File: src/rtl/spq_pkg.sv
// Shared widths, operation codes, register indexes and helpers of the scale pitch quantizer.
package spq_pkg;

    localparam int VALUE_W   = 10;
    localparam int RESULT_W  = 12;
    localparam int MASK_W    = 64;
    localparam int PPO_W     = 7;
    localparam int ROOT_W    = 6;
    localparam int DIV_W     = 12;
    localparam int CFG_IDX_W = 2;

    localparam int DEFAULT_MAX_PPO = 64;
    localparam logic [PPO_W-1:0] PPO_RESET = 7'd12;

    localparam int TONE_CAP   = 998;
    localparam int RESULT_MAX = 2047;
    localparam int RESULT_MIN = -2048;

    localparam int MINOR_THIRD   = 3;
    localparam int FOURTH        = 5;
    localparam int FIFTH         = 7;
    localparam int MINOR_SEVENTH = 10;
    localparam int MAJOR_SECOND  = 2;
    localparam int MAJOR_THIRD   = 4;
    localparam int MAJOR_SIXTH   = 9;

    typedef logic [2:0] func_t;

    localparam func_t FUNC_QUANTIZE      = 3'd0;
    localparam func_t FUNC_IN_SCALE      = 3'd1;
    localparam func_t FUNC_IN_PENTATONIC = 3'd2;
    localparam func_t FUNC_TONE_TO_PITCH = 3'd3;
    localparam func_t FUNC_PITCH_TO_TONE = 3'd4;

    typedef logic [CFG_IDX_W-1:0] cfg_idx_t;

    localparam cfg_idx_t CFG_PPO  = 2'd0;
    localparam cfg_idx_t CFG_ROOT = 2'd1;
    localparam cfg_idx_t CFG_MASK = 2'd2;

    function automatic logic is_penta_class(input logic minor, input logic [7:0] c);
        logic hit;
        if (minor)
        begin
            hit = (c == 8'd0) || (c == 8'(MINOR_THIRD)) || (c == 8'(FOURTH)) ||
                  (c == 8'(FIFTH)) || (c == 8'(MINOR_SEVENTH));
        end
        else
        begin
            hit = (c == 8'd0) || (c == 8'(MAJOR_SECOND)) || (c == 8'(MAJOR_THIRD)) ||
                  (c == 8'(FIFTH)) || (c == 8'(MAJOR_SIXTH));
        end
        return hit;
    endfunction

endpackage

File: src/rtl/scale_pitch_quantizer_core.sv
// Scale pitch quantizer core: sequencer over a shared divider, mask walker and multiplier.
// Quantize, membership and pitch to tone divide twice and walk the scale mask once; tone to
// pitch walks it twice, with a division before each walk; unused codes divide once, no walk.
// A new transaction is accepted only in idle, after the last result has entered the output
// register; the walk over the scale mask and the 12-step divider set the pace. Reset gives
// 12 pitches per octave, root 0 and a chromatic scale; no result is pending after reset.
module scale_pitch_quantizer_core
    import spq_pkg::*;
#(
    parameter int MAX_PITCHES_PER_OCTAVE = DEFAULT_MAX_PPO
)
(
    input  logic                       clk,
    input  logic                       rst_n,
    input  logic                       in_valid,
    output logic                       in_ready,
    input  func_t                      func,
    input  logic signed [VALUE_W-1:0]  value,
    output logic                       out_valid,
    input  logic                       out_ready,
    output logic signed [RESULT_W-1:0] result_value,
    output logic                       flag,
    input  logic                       cfg_valid,
    output logic                       cfg_ready,
    input  cfg_idx_t                   cfg_index,
    input  logic [MASK_W-1:0]          cfg_data
);

    localparam int PW  = $clog2(MAX_PITCHES_PER_OCTAVE + 1);
    localparam int PRW = DIV_W + PW + 2;
    localparam int SW  = PRW + 1;
    localparam logic [7:0] MAX_P8  = 8'(MAX_PITCHES_PER_OCTAVE);
    localparam logic [7:0] MASK_W8 = 8'(MASK_W);
    localparam logic signed [DIV_W-1:0] MINUS_ONE = '1;
    localparam logic signed [SW-1:0] SAT_HI  = SW'(RESULT_MAX);
    localparam logic signed [SW-1:0] SAT_LO  = SW'(RESULT_MIN);
    localparam logic signed [SW-1:0] CAP_TON = SW'(TONE_CAP);

    localparam logic [3:0] S_IDLE  = 4'd0;
    localparam logic [3:0] S_ROOT  = 4'd1;
    localparam logic [3:0] S_DIV1  = 4'd2;
    localparam logic [3:0] S_WALK1 = 4'd3;
    localparam logic [3:0] S_DIV2  = 4'd4;
    localparam logic [3:0] S_WALK2 = 4'd5;
    localparam logic [3:0] S_MUL   = 4'd6;
    localparam logic [3:0] S_ADD   = 4'd7;
    localparam logic [3:0] S_OUT   = 4'd8;

    logic [PPO_W-1:0]  ppo_reg;
    logic [ROOT_W-1:0] rootp_reg;
    logic [MASK_W-1:0] mask_reg;

    logic [3:0]                 state_reg, state_next;
    func_t                      func_reg, func_next;
    logic signed [VALUE_W-1:0]  val_reg, val_next;
    logic [PW-1:0]              root_reg, root_next;
    logic signed [DIV_W-1:0]    quo_reg, quo_next;
    logic [PW-1:0]              tgt_reg, tgt_next;
    logic [PW-1:0]              t_reg, t_next;
    logic [PW-1:0]              k_reg, k_next;
    logic [MASK_W-1:0]          msh_reg, msh_next;
    logic [PW-1:0]              cnt_reg, cnt_next;
    logic [PW-1:0]              lt_reg, lt_next;
    logic [PW-1:0]              best_reg, best_next;
    logic [PW-1:0]              hi_reg, hi_next;
    logic [PW-1:0]              deg_reg, deg_next;
    logic                       found_reg, found_next;
    logic                       atc_reg, atc_next;
    logic                       at3_reg, at3_next;
    logic signed [PRW-1:0]      prod_reg, prod_next;
    logic signed [RESULT_W-1:0] res_reg, res_next;
    logic                       flg_reg, flg_next;
    logic                       out_valid_reg, out_valid_next;
    logic signed [RESULT_W-1:0] out_res_reg, out_res_next;
    logic                       out_flag_reg, out_flag_next;

    logic [7:0]        p8;
    logic [7:0]        last8;
    logic [7:0]        three8;
    logic [PW-1:0]     p;
    logic [PW-1:0]     walk_last;
    logic [PW-1:0]     three;
    logic [MASK_W-1:0] eff_mask;
    logic              chromatic;

    logic                    div_start;
    logic signed [DIV_W-1:0] div_dividend;
    logic [PW-1:0]           div_divisor;
    logic                    div_done;
    logic signed [DIV_W-1:0] div_quot;
    logic [PW-1:0]           div_rem;

    logic          bit_set;
    logic [PW-1:0] w_cnt;
    logic [PW-1:0] w_lt;
    logic [PW-1:0] w_best;
    logic [PW-1:0] w_hi;
    logic [PW-1:0] w_deg;
    logic          w_found;
    logic          w_atc;
    logic          w_at3;

    logic signed [DIV_W:0]  quo_ext;
    logic signed [DIV_W:0]  mul_a;
    logic [PW-1:0]          mul_b;
    logic [PW-1:0]          add_term;
    logic signed [SW-1:0]   sum;
    logic signed [SW-1:0]   sat;
    logic                   in_sc;
    logic                   minor;

    assign cfg_ready = 1'b1;

    always_ff @(posedge clk or negedge rst_n)
    begin
        if (!rst_n)
        begin
            ppo_reg   <= PPO_RESET;
            rootp_reg <= '0;
            mask_reg  <= '0;
        end
        else if (cfg_valid)
        begin
            unique case (cfg_index)
                CFG_PPO:  ppo_reg   <= cfg_data[PPO_W-1:0];
                CFG_ROOT: rootp_reg <= cfg_data[ROOT_W-1:0];
                CFG_MASK: mask_reg  <= cfg_data;
                default:  ;
            endcase
        end
    end

    always_comb
    begin
        if (ppo_reg == '0)
        begin
            p8 = 8'd1;
        end
        else if ({1'b0, ppo_reg} > MAX_P8)
        begin
            p8 = MAX_P8;
        end
        else
        begin
            p8 = {1'b0, ppo_reg};
        end
        last8 = ((p8 > MASK_W8) ? MASK_W8 : p8) - 8'd1;
        if (p8 > 8'(MINOR_THIRD))
        begin
            three8 = 8'(MINOR_THIRD);
        end
        else if (p8 == 8'd2)
        begin
            three8 = 8'd1;
        end
        else
        begin
            three8 = 8'd0;
        end
        for (int i = 0; i < MASK_W; i++)
        begin
            eff_mask[i] = mask_reg[i] & (8'(i) < p8);
        end
    end

    assign p         = PW'(p8);
    assign walk_last = PW'(last8);
    assign three     = PW'(three8);
    assign chromatic = (eff_mask == '0);

    spq_div #(
        .PW (PW)
    ) u_div (
        .clk       (clk),
        .rst_n     (rst_n),
        .start     (div_start),
        .dividend  (div_dividend),
        .divisor   (div_divisor),
        .done      (div_done),
        .quotient  (div_quot),
        .remainder (div_rem)
    );

    always_comb
    begin
        bit_set = msh_reg[0];
        w_cnt   = cnt_reg;
        w_lt    = lt_reg;
        w_best  = best_reg;
        w_hi    = hi_reg;
        w_deg   = deg_reg;
        w_found = found_reg;
        w_atc   = atc_reg;
        w_at3   = at3_reg;
        if (bit_set)
        begin
            w_cnt = cnt_reg + 1'b1;
            w_hi  = k_reg;
            if (k_reg < tgt_reg)
            begin
                w_lt = lt_reg + 1'b1;
            end
            if (k_reg <= tgt_reg)
            begin
                w_best  = k_reg;
                w_found = 1'b1;
            end
            if (k_reg == tgt_reg)
            begin
                w_atc = 1'b1;
            end
            if (k_reg == three)
            begin
                w_at3 = 1'b1;
            end
            if (cnt_reg == tgt_reg)
            begin
                w_deg = k_reg;
            end
        end
    end

    always_comb
    begin
        quo_ext = (DIV_W + 1)'(quo_reg);
        mul_a   = '0;
        mul_b   = p;
        unique case (func_reg)
            FUNC_QUANTIZE:      mul_a = found_reg ? quo_ext : quo_ext - 1'b1;
            FUNC_TONE_TO_PITCH: mul_a = quo_ext;
            FUNC_PITCH_TO_TONE:
            begin
                mul_a = quo_reg[DIV_W-1] ? '0 : quo_ext;
                mul_b = t_reg;
            end
            default:            mul_a = '0;
        endcase
    end

    always_comb
    begin
        unique case (func_reg)
            FUNC_QUANTIZE:      add_term = found_reg ? best_reg : hi_reg;
            FUNC_TONE_TO_PITCH: add_term = chromatic ? tgt_reg : deg_reg;
            default:            add_term = lt_reg;
        endcase
        if (func_reg == FUNC_PITCH_TO_TONE)
        begin
            sum = SW'(prod_reg) + $signed(SW'(add_term));
        end
        else
        begin
            sum = SW'(prod_reg) + $signed(SW'(add_term)) + $signed(SW'(root_reg));
        end
        priority if (func_reg == FUNC_PITCH_TO_TONE && sum > CAP_TON)
        begin
            sat = CAP_TON;
        end
        else if (sum > SAT_HI)
        begin
            sat = SAT_HI;
        end
        else if (sum < SAT_LO)
        begin
            sat = SAT_LO;
        end
        else
        begin
            sat = sum;
        end
        in_sc = chromatic | ((quo_reg >= MINUS_ONE) & atc_reg);
        minor = chromatic | at3_reg;
    end

    always_comb
    begin
        state_next     = state_reg;
        func_next      = func_reg;
        val_next       = val_reg;
        root_next      = root_reg;
        quo_next       = quo_reg;
        tgt_next       = tgt_reg;
        t_next         = t_reg;
        k_next         = k_reg;
        msh_next       = msh_reg;
        cnt_next       = cnt_reg;
        lt_next        = lt_reg;
        best_next      = best_reg;
        hi_next        = hi_reg;
        deg_next       = deg_reg;
        found_next     = found_reg;
        atc_next       = atc_reg;
        at3_next       = at3_reg;
        prod_next      = prod_reg;
        res_next       = res_reg;
        flg_next       = flg_reg;
        out_valid_next = out_valid_reg & ~out_ready;
        out_res_next   = out_res_reg;
        out_flag_next  = out_flag_reg;
        div_start      = 1'b0;
        div_dividend   = DIV_W'(val_reg);
        div_divisor    = p;

        unique case (state_reg)
            S_IDLE:
            begin
                if (in_valid)
                begin
                    func_next    = func;
                    val_next     = value;
                    div_start    = 1'b1;
                    div_dividend = DIV_W'(rootp_reg);
                    state_next   = S_ROOT;
                end
            end
            S_ROOT:
            begin
                if (div_done)
                begin
                    root_next = div_rem;
                    if (func_reg == FUNC_TONE_TO_PITCH)
                    begin
                        k_next     = '0;
                        msh_next   = eff_mask;
                        cnt_next   = '0;
                        lt_next    = '0;
                        found_next = 1'b0;
                        atc_next   = 1'b0;
                        at3_next   = 1'b0;
                        state_next = S_WALK1;
                    end
                    else if (func_reg > FUNC_PITCH_TO_TONE)
                    begin
                        res_next   = '0;
                        flg_next   = 1'b0;
                        state_next = S_OUT;
                    end
                    else
                    begin
                        div_start    = 1'b1;
                        div_dividend = DIV_W'(val_reg) - DIV_W'(div_rem);
                        state_next   = S_DIV1;
                    end
                end
            end
            S_DIV1:
            begin
                if (div_done)
                begin
                    quo_next   = div_quot;
                    tgt_next   = div_rem;
                    k_next     = '0;
                    msh_next   = eff_mask;
                    cnt_next   = '0;
                    lt_next    = '0;
                    found_next = 1'b0;
                    atc_next   = 1'b0;
                    at3_next   = 1'b0;
                    state_next = S_WALK1;
                end
            end
            S_WALK1, S_WALK2:
            begin
                k_next     = k_reg + 1'b1;
                msh_next   = msh_reg >> 1;
                cnt_next   = w_cnt;
                lt_next    = w_lt;
                best_next  = w_best;
                hi_next    = w_hi;
                deg_next   = w_deg;
                found_next = w_found;
                atc_next   = w_atc;
                at3_next   = w_at3;
                if (k_reg == walk_last)
                begin
                    if (state_reg == S_WALK2)
                    begin
                        state_next = S_MUL;
                    end
                    else
                    begin
                        t_next = (w_cnt == '0) ? p : w_cnt;
                        if (func_reg == FUNC_TONE_TO_PITCH)
                        begin
                            div_start    = 1'b1;
                            div_divisor  = (w_cnt == '0) ? p : w_cnt;
                            state_next   = S_DIV2;
                        end
                        else
                        begin
                            state_next = S_MUL;
                        end
                    end
                end
            end
            S_DIV2:
            begin
                if (div_done)
                begin
                    quo_next   = div_quot;
                    tgt_next   = div_rem;
                    k_next     = '0;
                    msh_next   = eff_mask;
                    cnt_next   = '0;
                    state_next = S_WALK2;
                end
            end
            S_MUL:
            begin
                prod_next  = mul_a * $signed({1'b0, mul_b});
                state_next = S_ADD;
            end
            S_ADD:
            begin
                res_next = '0;
                flg_next = 1'b0;
                unique case (func_reg)
                    FUNC_QUANTIZE, FUNC_PITCH_TO_TONE:
                    begin
                        res_next = chromatic ? RESULT_W'(val_reg) : sat[RESULT_W-1:0];
                    end
                    FUNC_IN_SCALE:
                    begin
                        flg_next = in_sc;
                    end
                    FUNC_IN_PENTATONIC:
                    begin
                        flg_next = in_sc & is_penta_class(minor, 8'(tgt_reg));
                    end
                    FUNC_TONE_TO_PITCH:
                    begin
                        res_next = sat[RESULT_W-1:0];
                    end
                    default:
                    begin
                        res_next = '0;
                    end
                endcase
                state_next = S_OUT;
            end
            S_OUT:
            begin
                if (!out_valid_reg || out_ready)
                begin
                    out_valid_next = 1'b1;
                    out_res_next   = res_reg;
                    out_flag_next  = flg_reg;
                    state_next     = S_IDLE;
                end
            end
            default:
            begin
                state_next = S_IDLE;
            end
        endcase
    end

    always_ff @(posedge clk or negedge rst_n)
    begin
        if (!rst_n)
        begin
            state_reg     <= S_IDLE;
            out_valid_reg <= 1'b0;
        end
        else
        begin
            state_reg     <= state_next;
            out_valid_reg <= out_valid_next;
        end
    end

    always_ff @(posedge clk)
    begin
        func_reg     <= func_next;
        val_reg      <= val_next;
        root_reg     <= root_next;
        quo_reg      <= quo_next;
        tgt_reg      <= tgt_next;
        t_reg        <= t_next;
        k_reg        <= k_next;
        msh_reg      <= msh_next;
        cnt_reg      <= cnt_next;
        lt_reg       <= lt_next;
        best_reg     <= best_next;
        hi_reg       <= hi_next;
        deg_reg      <= deg_next;
        found_reg    <= found_next;
        atc_reg      <= atc_next;
        at3_reg      <= at3_next;
        prod_reg     <= prod_next;
        res_reg      <= res_next;
        flg_reg      <= flg_next;
        out_res_reg  <= out_res_next;
        out_flag_reg <= out_flag_next;
    end

    assign in_ready     = (state_reg == S_IDLE);
    assign out_valid    = out_valid_reg;
    assign result_value = out_res_reg;
    assign flag         = out_flag_reg;

endmodule

File: src/rtl/spq_div.sv
// Bit-serial restoring divider with floor quotient and floor remainder.
module spq_div
    import spq_pkg::*;
#(
    parameter int PW = 7
)
(
    input  logic                    clk,
    input  logic                    rst_n,
    input  logic                    start,
    input  logic signed [DIV_W-1:0] dividend,
    input  logic [PW-1:0]           divisor,
    output logic                    done,
    output logic signed [DIV_W-1:0] quotient,
    output logic [PW-1:0]           remainder
);

    localparam int CW = $clog2(DIV_W);

    logic             busy_reg, busy_next;
    logic             done_reg, done_next;
    logic [CW-1:0]    cnt_reg, cnt_next;
    logic             neg_reg, neg_next;
    logic [DIV_W-1:0] mag_reg, mag_next;
    logic [PW-1:0]    rem_reg, rem_next;
    logic [PW-1:0]    dvs_reg, dvs_next;

    logic [PW:0]      shifted;
    logic [PW:0]      diff;
    logic             fits;
    logic [DIV_W-1:0] abs_in;
    logic [DIV_W-1:0] q_mag;

    assign shifted = {rem_reg, mag_reg[DIV_W-1]};
    assign diff    = shifted - {1'b0, dvs_reg};
    assign fits    = shifted >= {1'b0, dvs_reg};
    assign abs_in  = dividend[DIV_W-1] ? $unsigned(-dividend) : $unsigned(dividend);

    always_comb
    begin
        busy_next = busy_reg;
        done_next = 1'b0;
        cnt_next  = cnt_reg;
        neg_next  = neg_reg;
        mag_next  = mag_reg;
        rem_next  = rem_reg;
        dvs_next  = dvs_reg;
        if (start)
        begin
            busy_next = 1'b1;
            cnt_next  = '0;
            neg_next  = dividend[DIV_W-1];
            mag_next  = abs_in;
            rem_next  = '0;
            dvs_next  = divisor;
        end
        else if (busy_reg)
        begin
            mag_next = {mag_reg[DIV_W-2:0], fits};
            rem_next = fits ? diff[PW-1:0] : shifted[PW-1:0];
            cnt_next = cnt_reg + 1'b1;
            if (cnt_reg == CW'(DIV_W - 1))
            begin
                busy_next = 1'b0;
                done_next = 1'b1;
            end
        end
    end

    always_ff @(posedge clk or negedge rst_n)
    begin
        if (!rst_n)
        begin
            busy_reg <= 1'b0;
            done_reg <= 1'b0;
            cnt_reg  <= '0;
        end
        else
        begin
            busy_reg <= busy_next;
            done_reg <= done_next;
            cnt_reg  <= cnt_next;
        end
    end

    always_ff @(posedge clk)
    begin
        neg_reg <= neg_next;
        mag_reg <= mag_next;
        rem_reg <= rem_next;
        dvs_reg <= dvs_next;
    end

    always_comb
    begin
        if (!neg_reg)
        begin
            q_mag     = mag_reg;
            remainder = rem_reg;
        end
        else if (rem_reg != '0)
        begin
            q_mag     = ~mag_reg;
            remainder = dvs_reg - rem_reg;
        end
        else
        begin
            q_mag     = -mag_reg;
            remainder = rem_reg;
        end
    end

    assign quotient = $signed(q_mag);
    assign done     = done_reg;

endmodule

File: config.mk
export PLATFORM = sky130hd
export DESIGN_NAME = scale_pitch_quantizer_core
export DESIGN_NICKNAME = d
export VERILOG_FILES = /design/src/rtl/spq_pkg.sv /design/src/rtl/scale_pitch_quantizer_core.sv /design/src/rtl/spq_div.sv
export SDC_FILE = /design/constraint.sdc
export NUM_CORES = 1
export LEC_CHECK = 0
export BUFFER_PORTS_ARGS = -buffer_cell sky130_fd_sc_hd__buf_2
export CAP_MARGIN = 20
export CORE_ASPECT_RATIO = 0.6
export CORE_MARGIN = 2
export CORE_UTILIZATION = 32
export DETAILED_ROUTE_END_ITERATION = 16
export HOLD_SLACK_MARGIN = 0.12
export PLACE_DENSITY = 0.53
export SYNTH_ARGS = -nofsm -noshare
export SYNTH_HDL_FRONTEND = slang
export SYNTH_HIERARCHICAL = 1
export SYNTH_SLANG_ARGS = --single-unit
File: constraint.sdc
create_clock -name clk -period 16.55 [get_ports clk]
set_input_delay 1.655 -clock clk [delete_from_list [all_inputs] [get_ports clk]]
set_output_delay 1.655 -clock clk [all_outputs]
set_load 0.02 [all_outputs]
==> reports/results.tsv <==
stage	metric	value	unit
power_and_ir_drop	power.switching	1600	µW
yosys	synth_area_leaders	edfxtp_1 (31%), dfrtp_1 (10%), fa_1 (7.0%), ha_1 (5.4%), mux2_2 (4.1%)	
worst_setup_path	cp_slowest_cell	or3_1	
min_path	hp-class	flop to flop	
grt	grt_usage	19.7	%
clock_network	cts_hold_buf	0	
worst_setup_path	worst-path-max-fanout	24	
worst_setup_path	regToRegSetupSlack	7.50	ns
grt	grt-ovfl-total	0	
clock_network	root_buffer	clkbuf_16	
worst_setup_path	cpPeakStageDelay	0.74	ns
detailed_routing	num_vias	17200	
placed_design	dp_cells	3107	
yosys	synth-seq-area-share	41.7	%
sta	rsz0062_at_grt	no	
power_and_ir_drop	p_leak	0.00975	µW
detailed_routing	wirelength	69400	µm
clock_network	cts_buffers	34	
placed_design	portBuffers	98	
floorplanning	io_pins	100	
detailed_routing	viasPerCell	5.43	
power_and_ir_drop	combPwrFrac	43.0	%
yosys	synthArstFlopShare	27.8	%
final_layout	layout.nets	2499	
power_and_ir_drop	swShare	42.0	%
power_and_ir_drop	clkPwrFrac	21.3	%
worst_setup_path	cp.required	16.85	ns
sta	setup_viol	0	
yosys	ys_top_cells_by_count	edfxtp_1 (222), nor2_1 (213), nand2_1 (200)	
detailed_routing	first_pass_iters	6	
final_layout	final_cells	3170	
run	maxCapViolCount	0	
yosys	avgSynthCellArea	9.88	µm²
status	outcome	complete, no violations	
detailed_routing	antenna_left	0	
final_layout	nFillCells	6705	
power_and_ir_drop	p_seq_share	35.7	%
floorplanning	die_area	0.0697	mm²
clock_network	postCtsSetupBuffers	0	
yosys	netlist_area	0.0216	mm²
worst_setup_path	cp_data_arrival_time	9.35	ns
sta	max_freq	110	MHz
sta	slew_headroom	26.0	%
yosys	syn_inst	2188	
sta	tightestPinTransition	1.10	ns
sta	holdWs	0.420	ns
yosys	synth_area_leader_cell	edfxtp_1	
final_layout	area_growth	11.7	%
placed_design	gp_congestion	0.938	
final_layout	antenna_cells	0	
detailed_routing	drc	0	
floorplanning	core-area	0.0665	mm²
detailed_routing	drtIter0Drc	1840	
grt	antenna_found_initial	2	
yosys	synthFlopType	edfxtp_1	
worst_setup_path	ff2ff_path_depth	28	
sta	clock_skew	0.0321	ns
power_and_ir_drop	power_density	158	mW/mm²
worst_setup_path	critical_path_class	flop to flop	
floorplanning	start_util	32.5	%
clock_network	cts_tree	built	
placed_design	dpl.hpwl	54100	µm
final_layout	drive_gt1_share	13.2	%
grt	grt_pass1_vias	16200	
yosys	synthDistinctLibCells	99	
power_and_ir_drop	p_total	3810	µW
worst_setup_path	crit_top_cell	a21oi_1	
yosys	synthesis.nets	2442	
sta	fin_crit	9.05	ns
sta	slew_violations	0	
floorplanning	rows	73	
clock_network	h-tree-depth	2	
sta	fin_crit_sh	54.7	%
worst_setup_path	setup.worst_path.start_class	flop	
min_path	hold-path-cell-count	0	
clock_network	clkLatencyLatePin	0.56	ns
grt	grt_max_degree	94	
clock_network	clk_pin_slew	0.06	ns
floorplanning	die_height	205	µm
power_and_ir_drop	peakVddDrop	0.0000809	V
clock_network	clock-sinks	317	
yosys	synth-seq-cells	317	
floorplanning	fp.dieW	340	µm
power_and_ir_drop	internal_power	2210	µW
detailed_routing	wl_per_cell	21.9	µm
grt	grt_first_pass_wirelength	104000	µm
sta	hold_viol_final	0	
clock_network	cts.repair.resized	0	
final_layout	final_util	36.3	%
yosys	synth_top_area_share	30.8	%
clock_network	cts_buffer_depth	3	
final_layout	seqCellArea	0.00901	mm²
yosys	yosys_warnings	6	
sta	setup_tns	0	ns
yosys	yosysMostFrequentCell	edfxtp_1	
yosys	synth_edf_count	222	
worst_setup_path	end_kind	flop	
final_layout	multiInputGateArea	0.0116	mm²
-- area by class of cell --
class / instances / share of cell area, %
timing repair buffer: 120 / 2.70
multi-input combinational: 1601 / 47.9
clock buffer: 39 / 3.77
inverter: 171 / 2.66
sequential: 317 / 37.3
tap: 900 / 4.66
clock inverter: 22 / 1.03
-- metal layers --
metal	track usage (%)	vias up	part of all wire, %	wire length, µm
li1	-	7934	-	-
met1	31.7	8526	52	35900
met2	24.2	688	36	25000
met3	7.02	54	11	7560
met4	3.32	4	1.2	867
met5	0	-	0.095	66
-- power by group through the flow --
| stage | combinational [µW] | sequential, µW | clock (µW) |
|---|---|---|---|
| floorplan | 1200 | 1270 | 0 |
| global placement | 1570 | 1360 | 0 |
| detailed placement | 1610 | 1370 | 0 |
| CTS | 1620 | 1350 | 831 |
| global route | 1820 | 1380 | 863 |
| finish | 1640 | 1360 | 811 |
-- metrics by stage --
stage	worst slack, ns	area [µm²]
3_5_place_dp	7.70	23000
2_1_floorplan	2.54	21600
6_report	7.50	24200
5_1_grt	6.84	24200
3_3_place_gp	7.89	23000
4_1_cts	7.63	24100
-- worst paths after layout --
check,from,end
setup / recovery,ppo_reg[5],res_reg[6]
hold / removal,res_reg[5],result_value[5]
setup reg to reg,ppo_reg[5],res_reg[6]
hold reg to reg,res_reg[5],result_value[5]
max in group asynchronous,rst_n,u_div/cnt_reg[0]
min in group asynchronous,rst_n,mask_reg[4]
-- worst max-delay path, delay by kind of cell (launching register included) --
family | cells | cell delay (ns)
buffers and inverters | 1 | 0.30
flip-flops | 1 | 0.68
AND/OR/NAND/NOR | 12 | 3.12
adder cells (fa/ha/maj) | 3 | 0.92
XOR/XNOR | 1 | 0.29
multiplexers | 1 | 0.23
AO/OA/AOI/OAI | 10 | 3.22
-- cell usage in the layout, fill, tap and decap left out, types with 46 or more instances in the layout --
master,instances
edfxtp_1,222
xnor2_1,68
nand2_1,200
nor2_1,213
dfrtp_1,86
inv_1,168
mux2_2,79
nand3_1,46
o21ai_0,157
buf_2,99
fa_1,76
a21oi_1,109
ha_1,94
-- logic make-up after synthesis --
logic type | count (synthesis) | share of synthesized area [%]
DFF | 317 | 41.7
xor gates and xnor gates | 107 | 4.37
muxes | 107 | 5.41
AOI/OAI and AO/OA | 515 | 15.4
buffers and inverters | 270 | 4.88
adders and majority gates | 172 | 12.6
and+or+nand+nor | 699 | 15.7
other | 1 | 0.0173
Note: power is estimated with default switching activity, not from simulation.
